`config.mk`:
```
export PLATFORM = sky130hd
export DESIGN_NAME = serial_md5_key_derive_core
export DESIGN_NICKNAME = d
export VERILOG_FILES = /design/src/design/smd5_pkg.sv /design/src/design/smd5_ram.sv /design/src/design/smd5_compress.sv /design/src/design/serial_md5_key_derive_core.sv
export SDC_FILE = /design/constraint.sdc
export NUM_CORES = 2
export LEC_CHECK = 0
export BUFFER_PORTS_ARGS = -buffer_cell sky130_fd_sc_hd__buf_2
export CORE_ASPECT_RATIO = 1.75
export CORE_UTILIZATION = 59
export CTS_BUF_LIST = sky130_fd_sc_hd__clkbuf_8
export CTS_CLUSTER_DIAMETER = 40
export DETAILED_ROUTE_END_ITERATION = 10
export GPL_TIMING_DRIVEN = 0
export PLACE_DENSITY = 0.76
export SETUP_SLACK_MARGIN = 0.5
export SYNTH_ARGS = -nofsm -noshare
export SYNTH_HDL_FRONTEND = slang
export SYNTH_HIERARCHICAL = 1
export SYNTH_SLANG_ARGS = --single-unit
```
`constraint.sdc`:
```
create_clock -name clk -period 10.85 [get_ports clk]
set_clock_uncertainty 0.2 [all_clocks]
set_input_delay 1.085 -clock clk [delete_from_list [all_inputs] [get_ports clk]]
set_output_delay 1.085 -clock clk [all_outputs]
set_load 0.02 [all_outputs]
```
`src/design/smd5_pkg.sv`:
```
// Shared types, constants and round functions for the serial MD5 key derivation block.
// No dependencies; smd5_compress, the key derivation core and the dv files import it.
`timescale 1ns / 1ps
package smd5_pkg;

  localparam int WORD_W    = 32;
  localparam int BUF_WORDS = 16;
  localparam int BUF_AW    = $clog2(BUF_WORDS);
  localparam int CNT_W     = 16;

  localparam logic [7:0] DIGIT_LO  = 8'h30;
  localparam logic [7:0] DIGIT_HI  = 8'h39;
  localparam logic [7:0] UPPER_LO  = 8'h41;
  localparam logic [7:0] UPPER_HI  = 8'h5A;
  localparam logic [7:0] LOWER_LO  = 8'h61;
  localparam logic [7:0] LOWER_HI  = 8'h7A;
  localparam logic [7:0] UPPER_OFS = 8'h37;
  localparam logic [7:0] LOWER_OFS = 8'h57;
  localparam logic [7:0] IV_MUL    = 8'd17;
  localparam logic [7:0] IV_ADD    = 8'h13;
  localparam logic [7:0] KEY_MUL   = 8'd13;
  localparam logic [7:0] KEY_ADD   = 8'd61;
  localparam logic [7:0] PAD_BYTE  = 8'h80;

  localparam logic [BUF_AW-1:0] LEN_WORD  = BUF_AW'(14);
  localparam logic [BUF_AW-1:0] LAST_WORD = BUF_AW'(BUF_WORDS - 1);

  typedef logic [3:0][WORD_W-1:0] chain_t;

  localparam chain_t MD5_INIT = {32'h10325476, 32'h98badcfe, 32'hefcdab89, 32'h67452301};

  typedef struct packed {
    logic [7:0] char_byte;
    logic       last_byte;
  } in_item_t;

  typedef struct packed {
    logic [63:0] digest_low;
    logic [63:0] digest_high;
    logic        length_overflow;
  } out_item_t;

  typedef struct packed {
    logic start;
  } cmp_ctl_t;

  typedef struct packed {
    logic              busy;
    logic              done;
    logic              rd_en;
    logic [BUF_AW-1:0] rd_addr;
  } cmp_stat_t;

  // Map a serial character to its value, then apply the selected affine transform.
  function automatic logic [7:0] smd5_xform(input logic [7:0] ch, input logic key_mode);
    logic [7:0] v;
    v = ch;
    if (ch >= DIGIT_LO && ch <= DIGIT_HI) v = ch - DIGIT_LO;
    else if (ch >= UPPER_LO && ch <= UPPER_HI) v = ch - UPPER_OFS;
    else if (ch >= LOWER_LO && ch <= LOWER_HI) v = ch - LOWER_OFS;
    if (key_mode) return 8'(v * KEY_MUL + KEY_ADD);
    else return 8'(v * IV_MUL + IV_ADD);
  endfunction

  // Message word index used by round i.
  function automatic logic [BUF_AW-1:0] smd5_g(input logic [5:0] i);
    logic [3:0] lo;
    lo = i[3:0];
    case (i[5:4])
      2'd0:    return lo;
      2'd1:    return 4'(lo * 4'd5 + 4'd1);
      2'd2:    return 4'(lo * 4'd3 + 4'd5);
      default: return 4'(lo * 4'd7);
    endcase
  endfunction

  function automatic logic [4:0] smd5_rot(input logic [5:0] i);
    case ({i[5:4], i[1:0]})
      4'd0:    return 5'd7;
      4'd1:    return 5'd12;
      4'd2:    return 5'd17;
      4'd3:    return 5'd22;
      4'd4:    return 5'd5;
      4'd5:    return 5'd9;
      4'd6:    return 5'd14;
      4'd7:    return 5'd20;
      4'd8:    return 5'd4;
      4'd9:    return 5'd11;
      4'd10:   return 5'd16;
      4'd11:   return 5'd23;
      4'd12:   return 5'd6;
      4'd13:   return 5'd10;
      4'd14:   return 5'd15;
      default: return 5'd21;
    endcase
  endfunction

  function automatic logic [31:0] smd5_k(input logic [5:0] i);
    case (i)
      6'd0:  return 32'hd76aa478;  6'd1:  return 32'he8c7b756;
      6'd2:  return 32'h242070db;  6'd3:  return 32'hc1bdceee;
      6'd4:  return 32'hf57c0faf;  6'd5:  return 32'h4787c62a;
      6'd6:  return 32'ha8304613;  6'd7:  return 32'hfd469501;
      6'd8:  return 32'h698098d8;  6'd9:  return 32'h8b44f7af;
      6'd10: return 32'hffff5bb1;  6'd11: return 32'h895cd7be;
      6'd12: return 32'h6b901122;  6'd13: return 32'hfd987193;
      6'd14: return 32'ha679438e;  6'd15: return 32'h49b40821;
      6'd16: return 32'hf61e2562;  6'd17: return 32'hc040b340;
      6'd18: return 32'h265e5a51;  6'd19: return 32'he9b6c7aa;
      6'd20: return 32'hd62f105d;  6'd21: return 32'h02441453;
      6'd22: return 32'hd8a1e681;  6'd23: return 32'he7d3fbc8;
      6'd24: return 32'h21e1cde6;  6'd25: return 32'hc33707d6;
      6'd26: return 32'hf4d50d87;  6'd27: return 32'h455a14ed;
      6'd28: return 32'ha9e3e905;  6'd29: return 32'hfcefa3f8;
      6'd30: return 32'h676f02d9;  6'd31: return 32'h8d2a4c8a;
      6'd32: return 32'hfffa3942;  6'd33: return 32'h8771f681;
      6'd34: return 32'h6d9d6122;  6'd35: return 32'hfde5380c;
      6'd36: return 32'ha4beea44;  6'd37: return 32'h4bdecfa9;
      6'd38: return 32'hf6bb4b60;  6'd39: return 32'hbebfbc70;
      6'd40: return 32'h289b7ec6;  6'd41: return 32'heaa127fa;
      6'd42: return 32'hd4ef3085;  6'd43: return 32'h04881d05;
      6'd44: return 32'hd9d4d039;  6'd45: return 32'he6db99e5;
      6'd46: return 32'h1fa27cf8;  6'd47: return 32'hc4ac5665;
      6'd48: return 32'hf4292244;  6'd49: return 32'h432aff97;
      6'd50: return 32'hab9423a7;  6'd51: return 32'hfc93a039;
      6'd52: return 32'h655b59c3;  6'd53: return 32'h8f0ccc92;
      6'd54: return 32'hffeff47d;  6'd55: return 32'h85845dd1;
      6'd56: return 32'h6fa87e4f;  6'd57: return 32'hfe2ce6e0;
      6'd58: return 32'ha3014314;  6'd59: return 32'h4e0811a1;
      6'd60: return 32'hf7537e82;  6'd61: return 32'hbd3af235;
      6'd62: return 32'h2ad7d2bb;  default: return 32'heb86d391;
    endcase
  endfunction

endpackage

```
`src/design/smd5_ram.sv`:
```
// Generic single-write, single-read RAM with registered read data.
// No dependencies.
`timescale 1ns / 1ps
module smd5_ram #(
  parameter int WIDTH = 32,
  parameter int DEPTH = 16
) (
  input  logic                     clk,
  input  logic                     we,
  input  logic [$clog2(DEPTH)-1:0] waddr,
  input  logic [WIDTH-1:0]         wdata,
  input  logic                     re,
  input  logic [$clog2(DEPTH)-1:0] raddr,
  output logic [WIDTH-1:0]         rdata
);

  logic [WIDTH-1:0] mem [DEPTH];

  always_ff @(posedge clk) begin
    if (we) mem[waddr] <= wdata;
    if (re) rdata <= mem[raddr];
  end

endmodule

```
`src/design/smd5_compress.sv`:
```
// MD5 compression unit: 64 rounds (add, then rotate), reading one message word per round.
// Depends on smd5_pkg; message words come from the block buffer RAM in the top level.
`timescale 1ns / 1ps
module smd5_compress
  import smd5_pkg::*;
(
  input  logic              clk,
  input  logic              rst_n,
  input  cmp_ctl_t          ctl,
  input  chain_t            chain_in,
  input  logic [WORD_W-1:0] rdata,
  output cmp_stat_t         stat,
  output chain_t            sum
);

  typedef enum logic [1:0] {C_IDLE, C_ADD, C_ROT, C_FIN} cst_t;

  cst_t              st_r;
  logic [5:0]        rnd_r;
  logic [WORD_W-1:0] a_r, b_r, c_r, d_r, s_r;
  logic [WORD_W-1:0] f;
  logic [63:0]       rot_w;

  always_comb begin
    case (rnd_r[5:4])
      2'd0:    f = (b_r & c_r) | (~b_r & d_r);
      2'd1:    f = (d_r & b_r) | (~d_r & c_r);
      2'd2:    f = b_r ^ c_r ^ d_r;
      default: f = c_r ^ (b_r | ~d_r);
    endcase
  end

  assign rot_w = {s_r, s_r} << smd5_rot(rnd_r);

  // Read round 0's word on start, then the next one in every rotate phase but the last.
  assign stat.rd_en   = (st_r == C_IDLE && ctl.start) || (st_r == C_ROT && rnd_r != 6'd63);
  assign stat.rd_addr = (st_r == C_IDLE) ? '0 : smd5_g(rnd_r + 6'd1);
  assign stat.done    = (st_r == C_FIN);
  assign stat.busy    = (st_r != C_IDLE);

  assign sum[0] = chain_in[0] + a_r;
  assign sum[1] = chain_in[1] + b_r;
  assign sum[2] = chain_in[2] + c_r;
  assign sum[3] = chain_in[3] + d_r;

  always_ff @(posedge clk) begin
    if (!rst_n) begin
      st_r  <= C_IDLE;
      rnd_r <= '0;
    end else begin
      unique case (st_r)
        C_IDLE: begin
          if (ctl.start) begin
            a_r   <= chain_in[0];
            b_r   <= chain_in[1];
            c_r   <= chain_in[2];
            d_r   <= chain_in[3];
            rnd_r <= '0;
            st_r  <= C_ADD;
          end
        end
        C_ADD: begin
          s_r  <= a_r + f + smd5_k(rnd_r) + rdata;
          st_r <= C_ROT;
        end
        C_ROT: begin
          a_r   <= d_r;
          d_r   <= c_r;
          c_r   <= b_r;
          b_r   <= b_r + rot_w[63:32];
          rnd_r <= rnd_r + 6'd1;
          st_r  <= (rnd_r == 6'd63) ? C_FIN : C_ADD;
        end
        C_FIN: begin
          st_r <= C_IDLE;
        end
        default: st_r <= C_IDLE;
      endcase
    end
  end

endmodule

```
`src/design/serial_md5_key_derive_core.sv`:
```
// Serial-number key derivation: maps and transforms each character, streams it into MD5.
// Depends on smd5_pkg, smd5_ram (block buffer) and smd5_compress (round unit).
//
// A character beat is taken whenever the block is idle. The buffer is a 16 x 32-bit RAM
// filled one word per four characters; each 64th character starts a compression that
// keeps the input stalled while the shared round unit runs all 64 rounds, plus the
// chaining add. On the last character the padding is written one word per cycle and
// compressed, and a second padding block follows when the message leaves one to eight
// bytes free in its last block. The digest sits in an output register, so the next
// serial streams in while it waits to be taken.
// derive_mode is written through the cfg port and takes effect from the next character.
`timescale 1ns / 1ps
module serial_md5_key_derive_core
  import smd5_pkg::*;
(
  input  logic      clk,
  input  logic      rst_n,
  input  logic      in_valid,
  output logic      in_ready,
  input  in_item_t  in_data,
  output logic      out_valid,
  input  logic      out_ready,
  output out_item_t out_data,
  input  logic      cfg_valid,
  output logic      cfg_ready,
  input  logic      cfg_derive_mode
);

  typedef enum logic [1:0] {S_IDLE, S_PADW, S_CMP, S_OUT} state_t;

  state_t            state_r, state_nxt;
  logic [CNT_W-1:0]  byte_count_r, byte_count_nxt;
  logic              ovf_r, ovf_nxt;
  logic              mode_r, mode_nxt;
  chain_t            chain_r, chain_nxt;
  logic [WORD_W-1:0] word_r, word_nxt;
  logic [BUF_AW-1:0] pad_idx_r, pad_idx_nxt;
  logic              pad_first_r, pad_first_nxt;
  logic              len_phase_r, len_phase_nxt;
  logic              pad_mode_r, pad_mode_nxt;
  logic              finishing_r, finishing_nxt;
  logic              final_blk_r, final_blk_nxt;
  logic              out_valid_r, out_valid_nxt;
  out_item_t         out_r, out_nxt;

  logic              in_acc;
  logic [7:0]        xbyte;
  logic [CNT_W-1:0]  cnt_inc;
  logic [1:0]        lane;
  logic [WORD_W-1:0] pad_word;
  logic [WORD_W-1:0] len_word;

  logic              ram_we;
  logic [BUF_AW-1:0] ram_waddr;
  logic [WORD_W-1:0] ram_wdata;
  logic [WORD_W-1:0] ram_rdata;

  cmp_ctl_t          cmp_ctl;
  cmp_stat_t         cmp_stat;
  chain_t            cmp_sum;

  assign in_ready  = (state_r == S_IDLE);
  assign cfg_ready = 1'b1;
  assign out_valid = out_valid_r;
  assign out_data  = out_r;

  assign in_acc  = in_valid && in_ready;
  assign xbyte   = smd5_xform(in_data.char_byte, mode_r);
  assign cnt_inc = byte_count_r + CNT_W'(1);
  assign lane    = byte_count_r[1:0];
  assign len_word = {{(WORD_W - CNT_W - 3){1'b0}}, byte_count_r, 3'd0};

  // First padding word: keep the message bytes below the end, then 0x80, then zeros.
  always_comb begin
    for (int k = 0; k < 4; k++) begin
      if (2'(k) < lane) pad_word[8*k +: 8] = word_r[8*k +: 8];
      else if (2'(k) == lane) pad_word[8*k +: 8] = PAD_BYTE;
      else pad_word[8*k +: 8] = 8'd0;
    end
  end

  always_comb begin
    ram_we    = 1'b0;
    ram_waddr = byte_count_r[5:2];
    ram_wdata = {xbyte, word_r[23:0]};
    if (state_r == S_PADW) begin
      ram_we    = 1'b1;
      ram_waddr = pad_idx_r;
      if (pad_first_r) ram_wdata = pad_word;
      else if (len_phase_r && pad_idx_r == LEN_WORD) ram_wdata = len_word;
      else ram_wdata = '0;
    end else if (in_acc && lane == 2'd3) begin
      ram_we = 1'b1;
    end
  end

  always_comb begin
    state_nxt      = state_r;
    byte_count_nxt = byte_count_r;
    ovf_nxt        = ovf_r;
    mode_nxt       = mode_r;
    chain_nxt      = chain_r;
    word_nxt       = word_r;
    pad_idx_nxt    = pad_idx_r;
    pad_first_nxt  = pad_first_r;
    len_phase_nxt  = len_phase_r;
    pad_mode_nxt   = pad_mode_r;
    finishing_nxt  = finishing_r;
    final_blk_nxt  = final_blk_r;
    out_valid_nxt  = out_valid_r;
    out_nxt        = out_r;
    cmp_ctl.start  = 1'b0;

    if (cfg_valid && cfg_ready) mode_nxt = cfg_derive_mode;
    if (out_valid_r && out_ready) out_valid_nxt = 1'b0;

    unique case (state_r)
      S_IDLE: begin
        if (in_acc) begin
          byte_count_nxt = cnt_inc;
          if (byte_count_r == '1) ovf_nxt = 1'b1;
          word_nxt[{lane, 3'd0} +: 8] = xbyte;
          if (cnt_inc[5:0] == 6'd0) begin
            // block full: compress, pad afterwards if this was the last beat
            cmp_ctl.start = 1'b1;
            pad_mode_nxt  = 1'b0;
            finishing_nxt = in_data.last_byte;
            state_nxt     = S_CMP;
          end else if (in_data.last_byte) begin
            pad_idx_nxt   = cnt_inc[5:2];
            pad_first_nxt = 1'b1;
            len_phase_nxt = (cnt_inc[5:2] < LEN_WORD);
            pad_mode_nxt  = 1'b1;
            state_nxt     = S_PADW;
          end
        end
      end
      S_PADW: begin
        pad_first_nxt = 1'b0;
        if (pad_idx_r == LAST_WORD) begin
          cmp_ctl.start = 1'b1;
          final_blk_nxt = len_phase_r;
          state_nxt     = S_CMP;
        end else begin
          pad_idx_nxt = pad_idx_r + BUF_AW'(1);
        end
      end
      S_CMP: begin
        if (cmp_stat.done) begin
          chain_nxt = cmp_sum;
          if (pad_mode_r) begin
            if (final_blk_r) begin
              state_nxt = S_OUT;
            end else begin
              // length did not fit: one more block of zeros and length
              pad_idx_nxt   = '0;
              pad_first_nxt = 1'b0;
              len_phase_nxt = 1'b1;
              state_nxt     = S_PADW;
            end
          end else if (finishing_r) begin
            pad_idx_nxt   = '0;
            pad_first_nxt = 1'b1;
            len_phase_nxt = 1'b1;
            pad_mode_nxt  = 1'b1;
            state_nxt     = S_PADW;
          end else begin
            state_nxt = S_IDLE;
          end
        end
      end
      S_OUT: begin
        // hold the digest until the output register frees up
        if (!out_valid_r || out_ready) begin
          out_nxt.digest_low      = {chain_r[1], chain_r[0]};
          out_nxt.digest_high     = {chain_r[3], chain_r[2]};
          out_nxt.length_overflow = ovf_r;
          out_valid_nxt  = 1'b1;
          chain_nxt      = MD5_INIT;
          byte_count_nxt = '0;
          ovf_nxt        = 1'b0;
          state_nxt      = S_IDLE;
        end
      end
      default: state_nxt = S_IDLE;
    endcase
  end

  always_ff @(posedge clk) begin
    if (!rst_n) begin
      state_r      <= S_IDLE;
      byte_count_r <= '0;
      ovf_r        <= 1'b0;
      mode_r       <= 1'b0;
      chain_r      <= MD5_INIT;
      pad_idx_r    <= '0;
      pad_first_r  <= 1'b0;
      len_phase_r  <= 1'b0;
      pad_mode_r   <= 1'b0;
      finishing_r  <= 1'b0;
      final_blk_r  <= 1'b0;
      out_valid_r  <= 1'b0;
    end else begin
      state_r      <= state_nxt;
      byte_count_r <= byte_count_nxt;
      ovf_r        <= ovf_nxt;
      mode_r       <= mode_nxt;
      chain_r      <= chain_nxt;
      pad_idx_r    <= pad_idx_nxt;
      pad_first_r  <= pad_first_nxt;
      len_phase_r  <= len_phase_nxt;
      pad_mode_r   <= pad_mode_nxt;
      finishing_r  <= finishing_nxt;
      final_blk_r  <= final_blk_nxt;
      out_valid_r  <= out_valid_nxt;
    end
    word_r <= word_nxt;
    out_r  <= out_nxt;
  end

  smd5_ram #(
    .WIDTH (WORD_W),
    .DEPTH (BUF_WORDS)
  ) u_buf (
    .clk   (clk),
    .we    (ram_we),
    .waddr (ram_waddr),
    .wdata (ram_wdata),
    .re    (cmp_stat.rd_en),
    .raddr (cmp_stat.rd_addr),
    .rdata (ram_rdata)
  );

  smd5_compress u_cmp (
    .clk      (clk),
    .rst_n    (rst_n),
    .ctl      (cmp_ctl),
    .chain_in (chain_r),
    .rdata    (ram_rdata),
    .stat     (cmp_stat),
    .sum      (cmp_sum)
  );

  a_no_rw_same_word: assert property (@(posedge clk) disable iff (!rst_n)
    !(ram_we && cmp_stat.rd_en && ram_waddr == cmp_stat.rd_addr))
    else $error("buffer read and write hit the same word");

  a_no_accept_while_hashing: assert property (@(posedge clk) disable iff (!rst_n)
    (in_valid && in_ready) |-> !cmp_stat.busy)
    else $error("character beat taken while compression runs");

  a_done_only_when_waiting: assert property (@(posedge clk) disable iff (!rst_n)
    cmp_stat.done |-> (state_r == S_CMP))
    else $error("compression finished outside the wait state");

  a_pad_end_starts_hash: assert property (@(posedge clk) disable iff (!rst_n)
    (state_r == S_PADW && pad_idx_r == LAST_WORD) |=> cmp_stat.busy)
    else $error("padding block written but compression not started");

endmodule

```
# --- Word-level counts from Yosys, hierarchy flattened ---
# Memories as Yosys holds them, arrays and structs flattened. A register that Yosys moved wholly into a read port is not among the register bits.
# Cells that the tools add are included.
totals:
  reg_bits: 487
  mem_bits_rw: 512
  mem_bits_ro: 2128
  input_bits: 15
  output_inout_bits: 132
  elab_cells: 248
  memories: 3
mem_list:
  columns: ["name", "words", "width", "rd", "rd_clocked_by_memory_dff", "wr", "line", "source"]
  rows:
  - ["(name not given)", 64, 32, 1, 1, 0, "smd5_pkg.sv:99", "case (i)"]
  - ["u_buf.mem", 16, 32, 1, 1, 1, "smd5_ram.sv:17", "logic [WIDTH-1:0] mem [DEPTH];"]
  - ["(name not given)", 16, 5, 1, 1, 0, "smd5_pkg.sv:78", "case ({i[5:4], i[1:0]})"]
classes:
  n_addsub: 19
  multipliers: 5
  n_lt_le_gt_ge: 11
  n_eq_ne: 31
  n_shift: 3
  n_mux: 100
  bitwise_logic: 12
  reduce_logical: 38
ops:
  columns: ["cell", "n"]
  rows:
  - ["adder 32 bit", 8]
  - ["two-way mux 128 bit", 2]
  - ["two-way mux 32 bit", 8]
  - ["case mux 128 bit (2 select lines)", 1]
  - ["case mux 32 bit (2 select lines)", 4]
  - ["AND 32 bit", 4]
  - ["two-way mux 8 bit", 12]
  - ["OR 32 bit", 3]
  - ["case mux 32 bit (3 select lines)", 1]
  - ["bitwise XOR 32 bit", 3]
  - ["NOT 32 bit", 2]
  - ["<< shifter 64 x 5 -> 64 bit", 1]
  - ["two-way mux 4 bit", 12]
  - ["bitwise mux 32 bit", 1]
  - ["two-way mux 1 bit", 32]
  - ["two-way mux 16 bit", 2]
  - ["case mux 16 bit (2 select lines)", 1]
  - ["variable shift 8 x 7 -> 32 bit, first input constant", 1]
  - ["variable part select 8 x 7 -> 32 bit", 1]
  - ["case mux 4 bit (3 select lines)", 2]
  - ["two-way mux 2 bit", 10]
  - ["two-way mux 19 bit", 1]
  - ["two-way mux 6 bit", 3]
  - ["adder 16 x 1 -> 16 bit, second input constant", 1]
  - ["other kinds (48)", 103]

# --- Longest topological paths before layout ---
logic_depth:
  word_depth: 10
  mapped_depth: 24
  mapped_depth_nobuf: 24

# --- Hierarchy ---
# The synthesis kept the hierarchy.
by_module_without_submodules:
  columns: ["mod", "n_inst", "cells_each", "area_each_um2", "seq_area_each_um2"]
  rows:
  - ["smd5_compress", 1, 3250, 25381.8, 5705.5]
  - ["smd5_ram", 1, 838, 20155.6, 16335.7]
  - ["serial_md5_key_derive_core", 1, 1215, 12954.9, 7757.4]

# --- Least setup slack after synthesis ---
# No wires, ideal clock.
synth_path:
  path_type: "input port to flip-flop"
  start: "input port in_valid"
  end: "register u_cmp.a_r[0] (enable)"
  setup_time_ns: 0.616
  arrival_time_ns: 7.167
  t_required_ns: 10.034
  slack_ns: 2.866
  stages: 6
  path_buffers: 2
  path_cell_list: "clkbuf_1 nand2_1 o21ai_0 o21bai_1 buf_2 nor2_1"
synth_via:
  elab_chain_cells: 5
synth_lines:
  columns: ["item", "line", "source"]
  rows:
  - ["from (decl)", "serial_md5_key_derive_core.sv:18", "input logic in_valid,"]
  - ["logical AND 1 bit", "serial_md5_key_derive_core.sv:67", "assign in_acc = in_valid && in_ready;"]
  - ["two-way mux 1 bit", "serial_md5_key_derive_core.sv:119", "if (in_acc) begin"]
  - ["case mux 1 bit (2 select lines)", "serial_md5_key_derive_core.sv:117", "unique case (state_r)"]
  - ["named net cmp_ctl", "serial_md5_key_derive_core.sv:58", "cmp_ctl_t cmp_ctl;"]
  - ["!= test 2 x 1 -> 1 bit (no source line)", null, null]
  - ["AND reduction 3 bit (no source line)", null, null]
  - ["to (signal assigned)", "smd5_compress.sv:54", "a_r <= chain_in[0];"]
  - ["to (signal assigned)", "smd5_compress.sv:67", "a_r <= d_r;"]
  - ["to (decl)", "smd5_compress.sv:20", "logic [WORD_W-1:0] a_r, b_r, c_r, d_r, s_r;"]
# The timed path passes the listed nets, and every way through them passes these cells.
# A chain may end at the register's enable or synchronous reset.

==> metrics.csv <==
metric,value,unit
outcome,"finished, violations left",
failed_checks,"capacitance limit, slew limit",
place_worst_setup_slack,2.746,ns
cells_on_worst_reg2reg_path,14,
first_global_vias,45550,
worst_pin_slew,1.480,ns
timing.hold.ws,0.2590,ns
drcViolationCount,0,
power_report.internal_total,6.733,mW
clk_latency,0.93,ns
cts_inserted_buffers,152,
worst_ir_drop_vdd,0.1787,mV
final_nets,5973,
post_synthesis_mean_instance_area,11.03,um2
whs_endpoint,out_data[0],
layout_commonest_cell,sky130_fd_sc_hd__edfxtp_1,
cts_max_level,4,
postCtsResizedCells,0,
period_needed,7.789,ns
groute.usage.overall,41.12,%
critPathKind,flop to flop,
drt.antenna.violating_nets,0,
power.switching_fraction,27.58,%
place.detailed.hpwl,155.1,mm
netsw,2.565,mW
p_leak,24.53,nW
die_area,100400,um2
maxCapViolations,2,
overflow,0,
number_of_stages_on_the_worst_hold_path,0,
final_non_filler_cell_area,64680,um2
tritoncts,done,
synth.net_count,5643,
die_h,418.5,um
tritoncts_num_sinks,1060,
route.final.wire_length,205.4,mm
detailedRoute.firstIterationViolations,4519,
floorplan.initialDensity,59.60,%
drive_gt1_share,11.76,%
relSlewSlack,-1.198,%
place.port_buffers,140,
cp-end-kind,flop,
grt_pass1_wl,293.7,mm
quantity_of_hold_fixing_buffers_added_after_cts,0,
total_power,9.298,mW
hp-class,flop to flop,
r2r_slack,3.06,ns
layout_setup_ws,3.061,ns
detailed_place.area,61600,um2
fp.dieW,240.0,um
total_power_density_per_cell_area,143.7,nW/um2
syn2layout_area_growth,10.58,%
pwr-share-comb,13.2,%
clk_path_buf_depth,3,
detailed_route_via_count,46020,
placementRows,152,
clk_transition_reported_paths,0.07,ns
cts-root-buf,sky130_fd_sc_hd__clkbuf_8,
final_cell_mix,"sky130_fd_sc_hd__edfxtp_1, sky130_fd_sc_hd__nand2_1, sky130_fd_sc_hd__nor2_1",
worstPathRequired,11.31,ns
hp-start,ovf_r,
p_seq_share,52.2,%
max_clock_freq,128.4,MHz
grt_setup_unrepaired,false,
floorplan.core_area,98130,um2
setup-violations-final,0,
yosysWarningCount,6,
finalWeightedCongestion,1.085,
grt_antenna_before_repair,13,
drt_pass1_iterations,7,
io-pin-count,147,
wire_length_per_cell,29.04,um
final.period_utilization,71.79,%
grt_start_max_net_pins,40,
mapped_area,58490,um2
vias_per_cell,6.506,
drv_slew,1,
pwr-share-clk,34.6,%
cp_data_arrival_time,8.25,ns
cp-start-kind,flop,
postCtsSetupRepairBufs,0,
finalHoldViolations,0,
synthCells,5302,
crit_fanout,16,
worstReg2RegStart,byte_count_r[0],
==> registers in the layout (all words and copies together), names as in the netlist, 2 cells and up, named ones only <==
signal	cells
u_buf/mem	512
out_data	129
chain_r	128
u_buf/rdata	32
u_cmp/a_r	32
u_cmp/b_r	32
u_cmp/c_r	32
u_cmp/d_r	32
u_cmp/s_r	32
word_r	24
byte_count_r	16
u_cmp/rnd_r	6
pad_idx_r	4
state_r	2
u_cmp/st_r	2
==> power by group through the flow <==
stage | combinational [mW] | sequential, mW | clock (mW)
after global placement | 1.12 | 4.95 | 0
after CTS | 1.20 | 4.85 | 3.25
final | 1.23 | 4.85 | 3.22
after global routing | 1.30 | 4.86 | 3.40
after detailed placement | 1.20 | 4.94 | 0
after floorplan | 0.727 | 4.93 | 0
==> metrics by stage <==
step	setup TNS, ns	cells	util (%)
2_1_floorplan	0	5302	-
3_3_place_gp	-121.35	6751	61.98
3_5_place_dp	0	6786	62.78
4_1_cts	0	7066	65.88
5_1_grt	0	7071	65.90
6_report	0	7074	65.91
==> how the worst max path moves through the flow <==
stage	from	depth (start not counted)	slack, ns	to
2_1_floorplan	in_valid	6	2.87	u_cmp/a_r[0]
3_3_place_gp	in_valid	6	-0.96	u_cmp/d_r[28]
3_5_place_dp	in_data[1]	24	2.75	u_buf/mem[6][31]
4_1_cts	u_cmp/rnd_r[4]	20	3.64	u_cmp/s_r[28]
5_1_grt	u_cmp/rnd_r[4]	20	3.29	u_cmp/s_r[30]
6_report	byte_count_r[0]	14	3.06	flop
==> worst max-delay path, stage by stage, from the launching register on <==
cell and delay, ns:
sky130_fd_sc_hd__dfxtp_1 0.33, sky130_fd_sc_hd__clkbuf_1 0.24, sky130_fd_sc_hd__a2111oi_0 0.45, sky130_fd_sc_hd__a31o_2 0.16
sky130_fd_sc_hd__nand3_1 0.20, sky130_fd_sc_hd__o21ai_0 1.19, sky130_fd_sc_hd__o21bai_1 0.13, sky130_fd_sc_hd__and2_1 0.22
sky130_fd_sc_hd__o21ai_1 0.47, sky130_fd_sc_hd__clkbuf_1 0.96, sky130_fd_sc_hd__ha_1 0.63, sky130_fd_sc_hd__clkbuf_1 0.68
sky130_fd_sc_hd__a221oi_1 0.21, sky130_fd_sc_hd__a2111oi_0 1.19, sky130_fd_sc_hd__a21oi_1 0.24
==> layout make-up <==
type	instances	area (um2)
diodes	7	17.52
plain buffers	281	1160
clock buffers	158	2175
clock inverters	122	870.8
fillers	7644	33450
inverters	274	1028
multi-input cells	3687	26670
flip-flops and latches	1060	29800
well taps	1309	1638
repair buffers	176	1326
==> layer usage <==
layer	vias up	GRT usage, %	part of all wire [%]
li1	20250	-	-
met1	22150	41.48	31
met2	2699	69.73	49
met3	920	8.259	7.9
met4	6	39.93	11
met5	-	0	0.020
Note: power is estimated with default switching activity, not from simulation.
